==> src/design/tnc_pkg.sv <==
// ----------------------------------------------------------------------------
// tnc_pkg
// shared constants, tag kind codes and stack control types
// ----------------------------------------------------------------------------
`default_nettype none

package tnc_pkg;

  localparam int unsigned STACK_DEPTH   = 64;
  localparam int unsigned NAME_BITS     = 16;
  localparam int unsigned POSITION_BITS = 16;
  localparam int unsigned INDEX_BITS    = 16;
  localparam int unsigned KIND_BITS     = 2;

  localparam int unsigned STACK_AW = (STACK_DEPTH > 1) ? $clog2(STACK_DEPTH) : 1;
  localparam int unsigned FILL_W   = $clog2(STACK_DEPTH + 1);

  typedef enum logic [KIND_BITS-1:0] {
    KIND_OPEN    = 2'd0,
    KIND_CLOSE   = 2'd1,
    KIND_SELF    = 2'd2,
    KIND_UNKNOWN = 2'd3
  } kind_e;

  // commands from the sequencing logic to the stack
  typedef struct packed {
    logic                 push;
    logic                 pop;
    logic                 clear;
    logic [NAME_BITS-1:0] code;
  } stack_cmd_t;

  // stack status as seen by the sequencing logic
  typedef struct packed {
    logic [FILL_W-1:0]    fill;
    logic [NAME_BITS-1:0] top;
    logic                 empty;
    logic                 full;
    logic                 one_left;
  } stack_stat_t;

endpackage

`default_nettype wire

==> src/design/tnc_stack.sv <==
// ----------------------------------------------------------------------------
// tnc_stack
// name stack in a synchronous memory with cached top and prefetched second entry
// ----------------------------------------------------------------------------
`default_nettype none

module tnc_stack (
  input  wire logic                 clk_i,
  input  wire logic                 rst_ni,
  input  wire tnc_pkg::stack_cmd_t  cmd_i,
  output tnc_pkg::stack_stat_t      stat_o
);
  import tnc_pkg::*;

  logic [NAME_BITS-1:0] mem [STACK_DEPTH];

  logic [FILL_W-1:0]    fill_q, fill_d;
  logic [NAME_BITS-1:0] top_q, top_d;
  logic [NAME_BITS-1:0] second_q;   // entry at fill_q - 2
  logic [STACK_AW-1:0]  rd_addr;
  logic [FILL_W-1:0]    rd_fill;

  always_comb begin
    fill_d = fill_q;
    top_d  = top_q;
    if (cmd_i.clear) begin
      fill_d = '0;
    end else if (cmd_i.push) begin
      fill_d = FILL_W'(fill_q + FILL_W'(1));
      top_d  = cmd_i.code;
    end else if (cmd_i.pop) begin
      fill_d = FILL_W'(fill_q - FILL_W'(1));
      top_d  = second_q;
    end
  end

  // prefetch the entry below the next top; never the address written now
  assign rd_fill = FILL_W'(fill_d - FILL_W'(2));
  assign rd_addr = rd_fill[STACK_AW-1:0];

  always_ff @(posedge clk_i) begin
    if (cmd_i.push) begin
      mem[fill_q[STACK_AW-1:0]] <= cmd_i.code;
    end
    second_q <= mem[rd_addr];
    top_q    <= top_d;
  end

  always_ff @(posedge clk_i or negedge rst_ni) begin
    if (!rst_ni) begin
      fill_q <= '0;
    end else begin
      fill_q <= fill_d;
    end
  end

  assign stat_o.fill     = fill_q;
  assign stat_o.top      = top_q;
  assign stat_o.empty    = (fill_q == '0);
  assign stat_o.full     = (fill_q >= FILL_W'(STACK_DEPTH));
  assign stat_o.one_left = (fill_q == FILL_W'(1));

endmodule

`default_nettype wire

==> config.mk <==
export PLATFORM = sky130hd
export DESIGN_NAME = tnc_stack
export DESIGN_NICKNAME = d
export VERILOG_FILES = /design/src/design/tnc_pkg.sv /design/src/design/tnc_stack.sv
export SDC_FILE = /design/constraint.sdc
export NUM_CORES = 1
export LEC_CHECK = 0
export BUFFER_PORTS_ARGS = -buffer_cell sky130_fd_sc_hd__buf_2
export CORE_MARGIN = 2
export CORE_UTILIZATION = 30
export CTS_CLUSTER_DIAMETER = 30
export CTS_CLUSTER_SIZE = 25
export DETAILED_ROUTE_END_ITERATION = 10
export PLACE_DENSITY = 0.49
export SYNTH_ARGS = -nofsm -noshare
export SYNTH_HDL_FRONTEND = slang
export SYNTH_SLANG_ARGS = --single-unit
==> constraint.sdc <==
create_clock -name clk_i -period 8.7 [get_ports clk_i]
set_input_delay 2.61 -clock clk_i [delete_from_list [all_inputs] [get_ports clk_i]]
set_output_delay 2.61 -clock clk_i [all_outputs]
set_load 0.02 [all_outputs]
Word-level counts from Yosys, hierarchy flattened. Memories as Yosys holds them, arrays and structs flattened. A register that Yosys moved wholly into a read port is not among the register bits. Index checks and enable logic that the tools add are counted.

Register bits after elaboration: 23. Latch bits: 0. RAM bits: 1024. Memory bits (read-only): 0. Input bits: 21. Output and inout port bits: 26. Logic and storage cells: 19. Memories: 1.

Memories: mem (depth 64, bits a word 16, rd ports 1, clocked after memory_dff 1, wr ports 1, line tnc_stack.sv:15) `logic [NAME_BITS-1:0] mem [STACK_DEPTH];`.

Add/subtract/negate cells: 3. Multiply operators: 0. Divide/modulo/power cells: 0. Magnitude comparators: 1. Equality and inequality tests: 1. Shifts and indexed selects: 0. Mux-type cells: 7. Bitwise gates (word level): 1. Reduce and logical (&&, ||, !) cells: 3.

Operators with widths (count): 2-to-1 mux 16 bit (2); 2-to-1 mux 7 bit (3); adder 7 x 1 -> 7 bit (second input constant) (1); equality test 7 x 1 -> 1 bit (second input constant) (1); >= comparator 7 bit (second input constant) (1); logical NOT 7 bit (1); subtractor 7 x 1 -> 7 bit (second input constant) (1); subtractor 6 x 2 -> 6 bit (second input constant) (1); 2-to-1 mux 1 bit (2); AND reduction 2 bit (1); nonzero test 2 bit (1); inverter 1 bit (1).

Depth between registers and ports, before layout.
Depth after elaboration: 5. Gate-level depth with buffers: 19. Depth with buffers taken out: 14.

Worst setup path after synthesis. OpenSTA, ideal clock, no wires.

Path kind: input-to-reg. From: input port cmd_i[18] (netlist bit). To: register second_q[3], read port of mem. Setup time: 145 ps. Arrival time: 5397 ps. Slack: 3158 ps. Cell stages on the path: 15. Buffers on the path: 6. Cells stage by stage: clkbuf_1 inv_1 o21ai_1 a21oi_1 buf_2 buf_2 buf_2 inv_1 ha_1 o311ai_1 buf_4 buf_4 mux4_2 mux2i_1 mux2i_1.

Word-level cells in the longest chain between the ends: 3.

Ends and longest elaborated chain: start: declaration (line tnc_stack.sv:10) `input wire tnc_pkg::stack_cmd_t cmd_i,`; 2-to-1 mux 7 bit (line tnc_stack.sv:28) `end else if (cmd_i.push) begin`; 2-to-1 mux 7 bit (line tnc_stack.sv:26) `if (cmd_i.clear) begin`; named net fill_d[1] (line tnc_stack.sv:17) `logic [FILL_W-1:0] fill_q, fill_d;`; subtractor 6 x 2 -> 6 bit (line tnc_stack.sv:38) `assign rd_fill = FILL_W'(fill_d - FILL_W'(2));`; end: declaration (line tnc_stack.sv:19) `logic [NAME_BITS-1:0] second_q;`.

The timed path passes the listed nets, and every way through them passes these cells. A chain may end at the register's enable or synchronous reset.

Worst setup path in the final report.
From: input port cmd_i[18] (netlist bit). To: register second_q[10], read port of mem.

Word-level cells in the longest chain between the ends: 3.

Ends and longest elaborated chain (line): 2-to-1 mux 7 bit (tnc_stack.sv:28); 2-to-1 mux 7 bit (tnc_stack.sv:26); subtractor 6 x 2 -> 6 bit (tnc_stack.sv:38).

No other way between the ends.

==> results.yml <==
clocking:
  post_cts_resized: 0
  cts_max_level: 4
  cts_buffer_depth: 3
  cts_buffers: 225
  cts_sinks: 1063
  hold_buffers: 0
  post-cts-setup-buffers: 0
  cts_tree: "built"
  clk_latency_ns: 0.81
  cts_root_buffer: "clkbuf_16"
  clk_pin_slew_ns: 0.05
route:
  drc_errors: 0
  ant_nets: 0
  post_drt_wl_per_cell_um: 24.62
  drtPass1Iterations: 7
  wirelength_um: 112500
  vias: 21558
  viasPerCell: 4.718
  drtIter0Drc: 1822
floorplanning:
  fp-row-count: 138
  die_h_um: 381.9
  die_x_um: 381.9
  core_area_sq_um: 141600
  io_pins: 47
  initial_core_util_pct: 30.26
  die_area_sq_um: 145900
logic_synthesis:
  syn_nets: 2256
  synth_xor_area_share_pct: 0.1227
  yosysSeqAreaShare_pct: 74.05
  syn_avg_cell_area_sq_um: 19.21
  synthArstFlopShare_pct: 0.6585
  syn_area_sq_um: 42840
  synth_top_family_by_area: "multiplexers"
  synth_cells: 2230
  synthAdderAreaFrac_pct: 0.1460
  synth_cell_types: 37
  ys_ff_latch: 1063
  synthSimpleGateAreaFrac_pct: 1.294
  yosysWarnings: 0
  synth_compound_gate_area_share_pct: 0.1431
  yosys_most_used_dff: "edfxtp_1"
  synth_edf_count: 1040
  synthMuxAreaShare_pct: 22.87
place:
  dpl.hpwl_um: 62140
  io_buffers: 46
  preCtsSetupSlack_ns: 1.836
  placed_area_sq_um: 45800
  gp_congestion: 0.8092
power_and_ir_drop:
  power.density_cell_area_nw_per_um2: 292.3
  p_leak_nw: 19.71
  irDropWorstVdd_mv: 0.1836
global_route:
  globalRouteMet2Util_pct: 24.06
  antenna_found_initial: 7
  gr-usage-met3_pct: 3.744
  use_met1_pct: 20.76
  grt_max_degree: 117
  grt_pass1_vias: 22073
  grt-ovfl-total: 0
  grt.busiest_layer: "met2"
  grt_usage_pct: 15.30
  grt_pass1_wl_um: 159800
layout:
  fin_nets: 2507
  final_area_sq_um: 53470
  multi_input_area_sq_um: 10650
  final_cell_mix: "edfxtp_1, mux2i_1, clkbuf_16"
  layout_commonest_cell: "edfxtp_1"
  drive_gt1_share_pct: 22.63
  syn2layout_area_growth_pct: 24.79
  nFillCells: 12959
  ff_latch_area_sq_um: 31730
  fin_util_pct: 37.76
timing:
  hold_viol_final: 0
  skew_ns: 0.03444
  setup_viol: 0
  tightest_slew_ns: 1.200
  fmax_mhz: 164.0
  slew_viol_final: 0
  finalWorstSetupSlack_ns: 2.601
  rsz0062_at_grt: "false"
  post-route-period-util_pct: 70.11
  period_needed_ns: 6.099
  slew_headroom_pct: 19.99
  holdWs_ns: 0.6536
  setup_tns_ns: 0
critical_path:
  slowest_stage: "buf_4"
  cp-end-kind: "register"
  critPathMaxFanout: 84
  startpoint_type: "primary input"
  crit_path_cell_trace: "buf_2 > nand2_1 > a21oi_4 > buf_12 > buf_4 > mux2i_1 > mux4_2 > mux2i_1 > mux2i_1"
  path_class: "primary input to register"
  max_stage_delay_ns: 1.02
  cp.arrival_ns: 6.74
  crit_required_ns: 9.34
  critPathMostFrequentCell: "mux2i_1"
job:
  cap_violations: 0
run_status:
  run_status: "finished, final reports clean"
worst_hold_path:
  timing.hold.worst.class: "register to register"
==> logic make-up after synthesis <==
| kind of cell | Yosys count |
|---|---|
| muxes | 897 |
| and+or+nand+nor | 121 |
| DFF | 1063 |
| adders and majority gates | 5 |
| buffers and inverters | 129 |
| xor gates and xnor gates | 6 |
| AOI/OAI and AO/OA | 9 |
==> final timing paths <==
check                      startpoint            to  slack (ns)  cells past startpoint
max in group asynchronous      rst_ni     fill_q[2]        6.80                      1
min in group asynchronous      rst_ni     fill_q[0]        1.67                      1
min                         fill_q[6]     fill_q[6]        0.65                      2
max reg2reg                 fill_q[0]  second_q[10]        3.27                     11
min reg2reg                 fill_q[6]     fill_q[6]        0.65                      2
max                         cmd_i[18]  second_q[10]        2.60                      9
==> layout make-up <==
type / instances / share of cell area [%]
Sequential cell: 1063 / 59.34
Multi-Input combinational cell: 1038 / 19.92
Clock buffer: 254 / 10.77
Tap cell: 1890 / 4.423
Clock inverter: 170 / 3.562
Timing Repair Buffer: 146 / 1.928
Inverter: 7 / 0.04914
Antenna cell: 1 / 0.004680
==> power breakdown <==
group / switching (W) / total, W / internal (W)
clock network: 0.00280 / 0.00835 / 0.00554
registers: 0.0000534 / 0.00579 / 0.00574
logic: 0.000921 / 0.00148 / 0.000564
total: 0.00378 / 0.0156 / 0.0118
==> critical path: cells and delay by family <==
family	cells	cell delay, ns
buffers and inverters	3	2.11
muxes	4	1.52
AOI/OAI and AO/OA	1	0.20
and+or+nand+nor	1	0.19
==> synthesized netlist by cell type (5+ instances only) <==
master    count  area share, %
clkbuf_1     50           0.44
buf_1         6          0.053
ha_1          5           0.15
dfrtp_1       7           0.41
nor2_1       73           0.64
mux2_2       16           0.42
nand3_1       7          0.082
buf_2        57           0.67
edfxtp_1   1040             73
buf_4         9           0.16
dfxtp_1      16           0.75
nor3_1        6          0.070
nand2_1      12           0.11
mux4_2       64            3.4
inv_1         7          0.061
mux2i_1     817             19
==> per-layer routing <==
layer / vias up / part of all wire [%]
met2: 706 / 47
li1: 9487 / -
met5: - / 0.0098
met4: 2 / 2.1
met1: 11196 / 45
met3: 167 / 6.5
==> registers in the layout, summed over array words and instances, names as in the netlist <==
signal / count
fill_q: 7
mem: 1024
top_q: 16
second_q: 16
==> through the flow <==
stage | power (W) | instances
floorplan | 0.006761 | 2230
global placement | 0.007371 | 4144
detailed placement | 0.007378 | 4144
CTS | 0.01578 | 4568
global route | 0.01611 | 4568
finish | 0.01563 | 4569
No activity file was read; power rests on OpenSTA's default activity.
